File: config.mk
export PLATFORM = sky130hd
export DESIGN_NAME = tolerant_color_replace
export DESIGN_NICKNAME = d
export VERILOG_FILES = /design/src/rtl/tcr_pkg.sv /design/src/rtl/tolerant_color_replace.sv /design/src/rtl/tcr_hue_setup.sv
export VERILOG_INCLUDE_DIRS = /design/src /design/src/rtl
export SDC_FILE = /design/constraint.sdc
export NUM_CORES = 2
export LEC_CHECK = 0
export BUFFER_PORTS_ARGS = -buffer_cell sky130_fd_sc_hd__buf_2
export CAP_MARGIN = 30
export CORE_AREA = 2 2 477 479
export DETAILED_ROUTE_END_ITERATION = 6
export DIE_AREA = 0 0 479 481
export MAX_ROUTING_LAYER = met4
export SLEW_MARGIN = 20
export SYNTH_ARGS = -nofsm -noshare
export SYNTH_HDL_FRONTEND = slang
export SYNTH_HIERARCHICAL = 1
export SYNTH_SLANG_ARGS = --single-unit
export TNS_END_PERCENT = 30
File: constraint.sdc
create_clock -name clk -period 43.4 [get_ports clk]
set_input_delay 8.68 -clock clk [delete_from_list [all_inputs] [get_ports clk]]
set_output_delay 8.68 -clock clk [all_outputs]
set_load 0.005 [all_outputs]
File: src/rtl/assert_macros.svh
// Assertion helpers; every use samples on clk and is off while rst_n is low.
`ifndef ASSERT_MACROS_SVH
`define ASSERT_MACROS_SVH

// Consequent must hold in the same cycle as the antecedent.
`define ASSERT_SAME(label, ante, cons, msg) \
    label: assert property (@(posedge clk) disable iff (!rst_n) (ante) |-> (cons)) \
        else $error(msg);

// Consequent must hold in the cycle after the antecedent.
`define ASSERT_NEXT(label, ante, cons, msg) \
    label: assert property (@(posedge clk) disable iff (!rst_n) (ante) |=> (cons)) \
        else $error(msg);

`endif

File: src/rtl/tcr_pkg.sv
package tcr_pkg;

    localparam logic [2:0] REG_TARGET_RED        = 3'd0;
    localparam logic [2:0] REG_TARGET_GREEN      = 3'd1;
    localparam logic [2:0] REG_TARGET_BLUE       = 3'd2;
    localparam logic [2:0] REG_REPLACEMENT_RED   = 3'd3;
    localparam logic [2:0] REG_REPLACEMENT_GREEN = 3'd4;
    localparam logic [2:0] REG_REPLACEMENT_BLUE  = 3'd5;
    localparam logic [2:0] REG_GRAY_TOLERANCE    = 3'd6;
    localparam logic [2:0] REG_HUE_TOLERANCE     = 3'd7;

    localparam logic [1:0] HUE_ZERO = 2'd0;
    localparam logic [1:0] HUE_POS  = 2'd1;
    localparam logic [1:0] HUE_OFF  = 2'd2;

    localparam logic [7:0] HUE_THIRD    = 8'd85;
    localparam logic [7:0] GRAY_TOL_OFF = 8'd255;
    localparam logic [6:0] HUE_TOL_ANY  = 7'd127;
    // floor(x / 100) == (x * 5243) >> 19 for every luma sum below 43690.
    localparam logic [27:0] RECIP_100   = 28'd5243;

    typedef struct packed {
        logic [14:0] num;
        logic [8:0]  den;
        logic [1:0]  kind;
    } hue_setup_t;

    typedef struct packed {
        logic [14:0] rem;
        logic [8:0]  den;
        logic [6:0]  q;
        logic [1:0]  kind;
    } hue_div_t;

    typedef struct packed {
        logic [22:0] rem;
        logic [7:0]  q;
        logic        sat;
    } scl_t;

    function automatic logic [14:0] mul85(input logic [7:0] x);
        mul85 = 15'(x) * 15'(HUE_THIRD);
    endfunction

    function automatic logic [14:0] luma_sum(input logic [7:0] r, input logic [7:0] g,
                                             input logic [7:0] b);
        luma_sum = 15'(r) * 15'd30 + 15'(g) * 15'd59 + 15'(b) * 15'd11;
    endfunction

    // One restoring-division step of the hue quotient.
    function automatic hue_div_t hue_step(input hue_div_t h, input logic [2:0] i);
        logic [15:0] dsh;
        logic [15:0] rem;
        dsh = {7'd0, h.den} << i;
        rem = {1'b0, h.rem};
        hue_step = h;
        if (rem >= dsh)
        begin
            hue_step.rem = 15'(rem - dsh);
            hue_step.q[i] = 1'b1;
        end
    endfunction

    // One restoring-division step of the luma scaling quotient.
    function automatic scl_t scl_step(input scl_t s, input logic [14:0] tsum,
                                      input logic [2:0] i);
        logic [22:0] dsh;
        dsh = {8'd0, tsum} << i;
        scl_step = s;
        if (s.rem >= dsh)
        begin
            scl_step.rem = s.rem - dsh;
            scl_step.q[i] = 1'b1;
        end
    endfunction

endpackage

File: src/rtl/tolerant_color_replace.sv
// Channel   | Handshake                  | Payload
// ----------+----------------------------+-------------------------------------------
// pixel     | pixel_valid / pixel_ready  | pixel_red, pixel_green, pixel_blue
// result    | result_valid / result_ready| out_red, out_green, out_blue, replaced
// config    | cfg_we                     | cfg_index, cfg_data
//
// One pixel per cycle while result_ready keeps the pipe moving; the depth is set
// by the two restoring dividers (hue code and luma scaling) spread over the stages.
// rst_n clears the valid bits and all configuration registers to zero.
// Each stage holds its beat while the next one is full and held, so bubbles close up;
// a pixel is still taken while a result waits on result_ready, until every stage is full.
`include "assert_macros.svh"

module tolerant_color_replace import tcr_pkg::*; (
    input  logic       clk,
    input  logic       rst_n,
    input  logic       cfg_we,
    input  logic [2:0] cfg_index,
    input  logic [7:0] cfg_data,
    input  logic       pixel_valid,
    output logic       pixel_ready,
    input  logic [7:0] pixel_red,
    input  logic [7:0] pixel_green,
    input  logic [7:0] pixel_blue,
    output logic       result_valid,
    input  logic       result_ready,
    output logic [7:0] out_red,
    output logic [7:0] out_green,
    output logic [7:0] out_blue,
    output logic       replaced
);

    typedef struct packed {
        logic [23:0] pix;
        logic [14:0] psum;
        logic [14:0] lsum;
        logic [14:0] tsum;
        hue_setup_t  hp;
        hue_setup_t  ht;
        logic        pgray;
        logic        tgray;
    } s1_t;

    typedef struct packed {
        logic [23:0] pix;
        logic [22:0] prod_r;
        logic [22:0] prod_g;
        logic [22:0] prod_b;
        logic [7:0]  gray;
        logic [7:0]  tluma;
        logic [14:0] tsum;
        hue_div_t    dp;
        hue_div_t    dt;
        logic        pgray;
        logic        tgray;
    } s2_t;

    typedef struct packed {
        logic [23:0] pix;
        scl_t        sr;
        scl_t        sg;
        scl_t        sb;
        logic [14:0] tsum;
        hue_div_t    dp;
        hue_div_t    dt;
        logic        luma_ok;
        logic        pgray;
        logic        tgray;
    } sdiv_t;

    logic [7:0] target_red_reg, target_green_reg, target_blue_reg;
    logic [7:0] replacement_red_reg, replacement_green_reg, replacement_blue_reg;
    logic [7:0] gray_tolerance_reg;
    logic [6:0] hue_tolerance_reg;

    logic [5:0] v_reg, v_next;
    logic [5:0] rdy;

    s1_t   s1_reg, s1_next;
    s2_t   s2_reg, s2_next;
    sdiv_t s3_reg, s3_next;
    sdiv_t s4_reg, s4_next;
    sdiv_t s5_reg, s5_next;
    logic [24:0] out_reg, out_next;

    hue_setup_t hp_setup, ht_setup;

    always_ff @(posedge clk or negedge rst_n)
    begin
        if (!rst_n)
        begin
            target_red_reg        <= '0;
            target_green_reg      <= '0;
            target_blue_reg       <= '0;
            replacement_red_reg   <= '0;
            replacement_green_reg <= '0;
            replacement_blue_reg  <= '0;
            gray_tolerance_reg    <= '0;
            hue_tolerance_reg     <= '0;
        end
        else if (cfg_we)
        begin
            case (cfg_index)
                REG_TARGET_RED:        target_red_reg        <= cfg_data;
                REG_TARGET_GREEN:      target_green_reg      <= cfg_data;
                REG_TARGET_BLUE:       target_blue_reg       <= cfg_data;
                REG_REPLACEMENT_RED:   replacement_red_reg   <= cfg_data;
                REG_REPLACEMENT_GREEN: replacement_green_reg <= cfg_data;
                REG_REPLACEMENT_BLUE:  replacement_blue_reg  <= cfg_data;
                REG_GRAY_TOLERANCE:    gray_tolerance_reg    <= cfg_data;
                REG_HUE_TOLERANCE:     hue_tolerance_reg     <= cfg_data[6:0];
                default: ;
            endcase
        end
    end

    // A stage can take a beat when it is empty or its beat moves on this cycle.
    always_comb
    begin
        rdy[5] = !v_reg[5] || result_ready;
        for (int k = 4; k >= 0; k--)
            rdy[k] = !v_reg[k] || rdy[k + 1];
        v_next[0] = rdy[0] ? pixel_valid : v_reg[0];
        for (int k = 1; k < 6; k++)
            v_next[k] = rdy[k] ? v_reg[k - 1] : v_reg[k];
    end

    assign pixel_ready  = rdy[0];
    assign result_valid = v_reg[5];

    tcr_hue_setup u_hue_pixel (
        .red   (pixel_red),
        .green (pixel_green),
        .blue  (pixel_blue),
        .setup (hp_setup)
    );

    tcr_hue_setup u_hue_target (
        .red   (target_red_reg),
        .green (target_green_reg),
        .blue  (target_blue_reg),
        .setup (ht_setup)
    );

    // Stage 1: weighted sums and hue divider operands.
    always_comb
    begin
        s1_next.pix   = {pixel_red, pixel_green, pixel_blue};
        s1_next.lsum  = luma_sum(pixel_red, pixel_green, pixel_blue);
        s1_next.psum  = s1_next.lsum + 15'd1;
        s1_next.tsum  = luma_sum(target_red_reg, target_green_reg, target_blue_reg) + 15'd1;
        s1_next.hp    = hp_setup;
        s1_next.ht    = ht_setup;
        s1_next.pgray = (pixel_red == pixel_green) && (pixel_red == pixel_blue);
        s1_next.tgray = (target_red_reg == target_green_reg) &&
                        (target_red_reg == target_blue_reg);
    end

    // Stage 2: products, lumas, first two hue quotient bits.
    always_comb
    begin
        logic [27:0] lp;
        logic [27:0] lt;
        hue_div_t    ip;
        hue_div_t    it;
        lp = 28'(s1_reg.lsum) * RECIP_100;
        lt = 28'(s1_reg.tsum) * RECIP_100;
        ip = '{rem: s1_reg.hp.num, den: s1_reg.hp.den, q: 7'd0, kind: s1_reg.hp.kind};
        it = '{rem: s1_reg.ht.num, den: s1_reg.ht.den, q: 7'd0, kind: s1_reg.ht.kind};
        s2_next.pix    = s1_reg.pix;
        s2_next.prod_r = 23'(replacement_red_reg) * 23'(s1_reg.psum);
        s2_next.prod_g = 23'(replacement_green_reg) * 23'(s1_reg.psum);
        s2_next.prod_b = 23'(replacement_blue_reg) * 23'(s1_reg.psum);
        s2_next.gray   = lp[26:19];
        s2_next.tluma  = lt[26:19];
        s2_next.tsum   = s1_reg.tsum;
        s2_next.dp     = hue_step(hue_step(ip, 3'd6), 3'd5);
        s2_next.dt     = hue_step(hue_step(it, 3'd6), 3'd5);
        s2_next.pgray  = s1_reg.pgray;
        s2_next.tgray  = s1_reg.tgray;
    end

    // Stage 3: luma window, saturation test, top scaling bits, hue bits four and three.
    always_comb
    begin
        logic [8:0] hi;
        logic [8:0] lo;
        scl_t       ir, ig, ib;
        hi = {1'b0, s2_reg.tluma} + {1'b0, gray_tolerance_reg};
        lo = {1'b0, s2_reg.gray} + {1'b0, gray_tolerance_reg};
        ir = '{rem: s2_reg.prod_r, q: 8'd0, sat: s2_reg.prod_r >= {s2_reg.tsum, 8'd0}};
        ig = '{rem: s2_reg.prod_g, q: 8'd0, sat: s2_reg.prod_g >= {s2_reg.tsum, 8'd0}};
        ib = '{rem: s2_reg.prod_b, q: 8'd0, sat: s2_reg.prod_b >= {s2_reg.tsum, 8'd0}};
        s3_next.pix     = s2_reg.pix;
        s3_next.tsum    = s2_reg.tsum;
        s3_next.sr      = scl_step(scl_step(ir, s2_reg.tsum, 3'd7), s2_reg.tsum, 3'd6);
        s3_next.sg      = scl_step(scl_step(ig, s2_reg.tsum, 3'd7), s2_reg.tsum, 3'd6);
        s3_next.sb      = scl_step(scl_step(ib, s2_reg.tsum, 3'd7), s2_reg.tsum, 3'd6);
        s3_next.dp      = hue_step(hue_step(s2_reg.dp, 3'd4), 3'd3);
        s3_next.dt      = hue_step(hue_step(s2_reg.dt, 3'd4), 3'd3);
        s3_next.luma_ok = (gray_tolerance_reg == GRAY_TOL_OFF) ||
                          !(({1'b0, s2_reg.gray} > hi) || (lo < {1'b0, s2_reg.tluma}));
        s3_next.pgray   = s2_reg.pgray;
        s3_next.tgray   = s2_reg.tgray;
    end

    // Stage 4: middle scaling bits, hue bits two and one.
    always_comb
    begin
        s4_next    = s3_reg;
        s4_next.sr = scl_step(scl_step(scl_step(s3_reg.sr, s3_reg.tsum, 3'd5),
                                       s3_reg.tsum, 3'd4), s3_reg.tsum, 3'd3);
        s4_next.sg = scl_step(scl_step(scl_step(s3_reg.sg, s3_reg.tsum, 3'd5),
                                       s3_reg.tsum, 3'd4), s3_reg.tsum, 3'd3);
        s4_next.sb = scl_step(scl_step(scl_step(s3_reg.sb, s3_reg.tsum, 3'd5),
                                       s3_reg.tsum, 3'd4), s3_reg.tsum, 3'd3);
        s4_next.dp = hue_step(hue_step(s3_reg.dp, 3'd2), 3'd1);
        s4_next.dt = hue_step(hue_step(s3_reg.dt, 3'd2), 3'd1);
    end

    // Stage 5: last scaling bits and last hue bit.
    always_comb
    begin
        s5_next    = s4_reg;
        s5_next.sr = scl_step(scl_step(scl_step(s4_reg.sr, s4_reg.tsum, 3'd2),
                                       s4_reg.tsum, 3'd1), s4_reg.tsum, 3'd0);
        s5_next.sg = scl_step(scl_step(scl_step(s4_reg.sg, s4_reg.tsum, 3'd2),
                                       s4_reg.tsum, 3'd1), s4_reg.tsum, 3'd0);
        s5_next.sb = scl_step(scl_step(scl_step(s4_reg.sb, s4_reg.tsum, 3'd2),
                                       s4_reg.tsum, 3'd1), s4_reg.tsum, 3'd0);
        s5_next.dp = hue_step(s4_reg.dp, 3'd0);
        s5_next.dt = hue_step(s4_reg.dt, 3'd0);
    end

    // Output stage: hue codes, wrapped hue window and the final select.
    always_comb
    begin
        logic [7:0] hp;
        logic [7:0] ht;
        logic [7:0] up;
        logic [7:0] down;
        logic       win;
        logic       match;
        case (s5_reg.dp.kind)
            HUE_POS: hp = {1'b0, s5_reg.dp.q};
            HUE_OFF: hp = HUE_THIRD + {1'b0, s5_reg.dp.q};
            default: hp = 8'd0;
        endcase
        case (s5_reg.dt.kind)
            HUE_POS: ht = {1'b0, s5_reg.dt.q};
            HUE_OFF: ht = HUE_THIRD + {1'b0, s5_reg.dt.q};
            default: ht = 8'd0;
        endcase
        up   = hp + {1'b0, hue_tolerance_reg};
        down = hp - {1'b0, hue_tolerance_reg};
        if ($signed(up) > $signed(down))
            win = ($signed(ht) > $signed(down)) && ($signed(ht) < $signed(up));
        else
            win = ($signed(ht) > $signed(down)) || ($signed(ht) < $signed(up));
        match = s5_reg.luma_ok && ((hue_tolerance_reg == HUE_TOL_ANY) ||
                                   s5_reg.pgray || s5_reg.tgray || win);
        if (match)
            out_next = {s5_reg.sr.sat ? 8'hFF : s5_reg.sr.q,
                        s5_reg.sg.sat ? 8'hFF : s5_reg.sg.q,
                        s5_reg.sb.sat ? 8'hFF : s5_reg.sb.q, 1'b1};
        else
            out_next = {s5_reg.pix, 1'b0};
    end

    always_ff @(posedge clk or negedge rst_n)
    begin
        if (!rst_n)
            v_reg <= '0;
        else
            v_reg <= v_next;
    end

    always_ff @(posedge clk)
    begin
        if (rdy[0])
            s1_reg <= s1_next;
        if (rdy[1])
            s2_reg <= s2_next;
        if (rdy[2])
            s3_reg <= s3_next;
        if (rdy[3])
            s4_reg <= s4_next;
        if (rdy[4])
            s5_reg <= s5_next;
        if (rdy[5])
            out_reg <= out_next;
    end

    assign out_red   = out_reg[24:17];
    assign out_green = out_reg[16:9];
    assign out_blue  = out_reg[8:1];
    assign replaced  = out_reg[0];

    `ASSERT_SAME(a_ready_when_drained, result_ready, pixel_ready,
                 "pixel_ready low although result_ready is high")
    `ASSERT_SAME(a_full_stalls_input, (v_reg == 6'h3F) && !result_ready, !pixel_ready,
                 "pixel accepted into a full stalled pipeline")
    `ASSERT_NEXT(a_result_holds, result_valid && !result_ready,
                 result_valid && $stable(out_reg), "waiting result changed")
    `ASSERT_SAME(a_hue_range, v_reg[4] && (s5_reg.dp.kind != HUE_ZERO),
                 s5_reg.dp.q <= HUE_THIRD[6:0], "pixel hue quotient above 85")

endmodule

File: src/rtl/tcr_hue_setup.sv
module tcr_hue_setup import tcr_pkg::*; (
    input  logic [7:0] red,
    input  logic [7:0] green,
    input  logic [7:0] blue,
    output hue_setup_t setup
);

    logic [7:0] a;
    logic [7:0] c;

    assign a = red - green;
    assign c = blue - green;

    always_comb
    begin
        setup = '0;
        setup.kind = HUE_ZERO;
        if (green >= red && green <= blue)
        begin
            // Here blue is never below red; equal ends give hue zero.
            if (red != blue)
            begin
                setup.num  = mul85(blue - red);
                setup.den  = {1'b0, green - red} + {1'b0, blue - red};
                setup.kind = HUE_POS;
            end
        end
        else
        begin
            setup.num = mul85(a);
            setup.den = {1'b0, a} + {1'b0, c};
            setup.kind = (setup.den == 9'd0) ? HUE_ZERO : HUE_OFF;
        end
    end

endmodule

==> results.ini <==
[timing]
slew_headroom=0.352
tightest_slew_ns=0.948
finalSetupViolations=0
maxSlewViolCount=0
rsz0062_at_grt=no
finalHoldViolCount=0
setup_tns_ns=0
fin_crit_ns=19.94
period_share=0.459
fin_skew_ns=0.0588
fmax_mhz=50.2

[worst_setup_path]
crit_type=in2out
required_ns=34.72
end_kind=output pin
crit_fanout=57
start_kind=input pin
worstPathArrival_ns=11.26

[routing]
drc=0
wire_per_inst_um=18.7
antenna_left=0
drtIter0Drc=4672
num_vias=66600
viasPerCell=5.39
wirelength_mm=230
drtPass1Iterations=6

[synthesis]
synth.largest_area_cell=edfxtp_1
yosys-top-cells-area=edfxtp_1, ha_1, fa_1
synth_cell_types=111
synthCells=9168
ys.flop_type=edfxtp_1
ys_ff_latch=844
syn_area_mm2=0.0896
async_flop_share=0.0818
ys_warn_count=6
synth_top_area_share=0.260
postSynthNetCount=11100
ys_seq_area_frac=0.279
synth.avg_cell_area_um2=9.77
synth-edff-count=775

[clock_network]
cts-root-buf=clkbuf_16
ctsHtreeMaxLevel=3
ctsResizeCount=0
clock_latency_ns=0.76
cts.reportedPaths.clkPinSlew_ns=0.06
cts_tree=yes
cts_buffer_depth=3
cts.sinks=844
postCtsSetupBuffers=0
ctsHoldBuffers=0
numCtsBuffers=97

[finish]
drive_gt1_frac=0.0659
final_common_cell=ha_1
fill_cells=21400
nNetsFinal=11100
area_delta_synth_final_pct=8.50
final_cell_mix=ha_1, inv_1, edfxtp_1
largest_register_ffs=193
multi_input_area_mm2=0.0593
regArea_mm2=0.0250

[placement]
port-buffer-count=66
gp_congestion=0.931
hpwlAfterDp_mm=183

[global_route]
antenna_found_initial=6
grt_usage=0.205
grt_pass1_vias=66300
overflow=0
grt_max_degree=104
grt_pass1_wl_mm=366

[floorplanning]
die_width_um=479
start_util=0.397
die-area_mm2=0.230
core-area_mm2=0.226
rows=175
die_y_um=481
ios=67

[hold_path]
hold_path_class=reg2reg

[flow_run]
drv_cap=0

[run_status]
status=finished clean

## layout make-up
| class | count | area share |
|---|---|---|
| well taps | 3009 | 0.0387 |
| inverters | 1231 | 0.0476 |
| flip-flops and latches | 844 | 0.257 |
| clock inverters | 73 | 0.00945 |
| clock buffers | 108 | 0.0256 |
| diodes | 4 | 0.000103 |
| repair buffers | 151 | 0.0110 |
| multi-input cells | 6922 | 0.610 |
## cells in the mapped netlist, drive strengths merged (111+ instances only)
cell type	n
nand2	650
mux2	209
xnor2	377
a21o	193
nand3	137
ha	1272
and2	194
nor2b	142
clkbuf	130
nand4	111
fa	580
o21a	122
inv	1231
edfxtp	775
nor3	167
o21ai	469
xor2	176
nor2	523
a21oi	529
## critical path, cell delays in order
cell	delay, ns
buf_2	0.13
nor2b_1	0.42
nand3_4	0.53
nor2_1	0.75
nand3_4	0.10
buf_4	0.38
buf_2	0.25
## per-layer routing
layer / up-vias / track usage / wire [um]
met3: 358 / 0.0226 / 10900
met1: 32300 / 0.281 / 109000
li1: 32400 / - / -
met4: 0 / 0.0582 / 6740
met2: 1581 / 0.320 / 104000
met5: - / - / 0
## worst paths after layout
kind | startpoint | endpoint | slack (ns) | cells after the start
setup / recovery | result_ready | pixel_ready | 23.46 | 7
hold / removal | s3_reg[37] | s4_reg[37] | 0.39 | 0
setup reg to reg | s3_reg[70] | s4_reg[104] | 32.70 | 33
hold reg to reg | s3_reg[37] | s4_reg[37] | 0.39 | 0
max in group asynchronous | rst_n | replacement_blue_reg[0] | 34.60 | 2
min in group asynchronous | rst_n | target_blue_reg[1] | 7.81 | 1
## metrics by stage
step / std cells / setup slack, ns / util / hold slack (ns) / cell area (um2)
3_3_place_gp: 12100 / 22.96 / 0.415 / 0.401 / 93600
2_1_floorplan: 9168 / 17.01 / - / 0.400 / 89600
4_1_cts: 12300 / 23.46 / 0.430 / 0.378 / 97100
5_1_grt: 12300 / 23.33 / 0.431 / 0.398 / 97200
3_5_place_dp: 12200 / 23.45 / 0.415 / 0.405 / 93700
6_report: 12300 / 23.46 / 0.431 / 0.386 / 97200
## cells by family (layout without fill, tap and decap cells)
family,after synthesis,count (layout),share of synthesized area
AND/OR/NAND/NOR,2331,2331,0.129
flip-flops,844,844,0.279
buffers and inverters,1402,1563,0.0598
multiplexers,291,291,0.0355
other,0,4,0
XOR/XNOR,554,554,0.0545
adder cells (fa/ha/maj),1854,1854,0.307
AO/OA/AOI/OAI,1892,1892,0.135
Power is left out: the tool's default activity adds up to more than one toggle a clock period on the data nets, which glitch-free logic cannot reach.
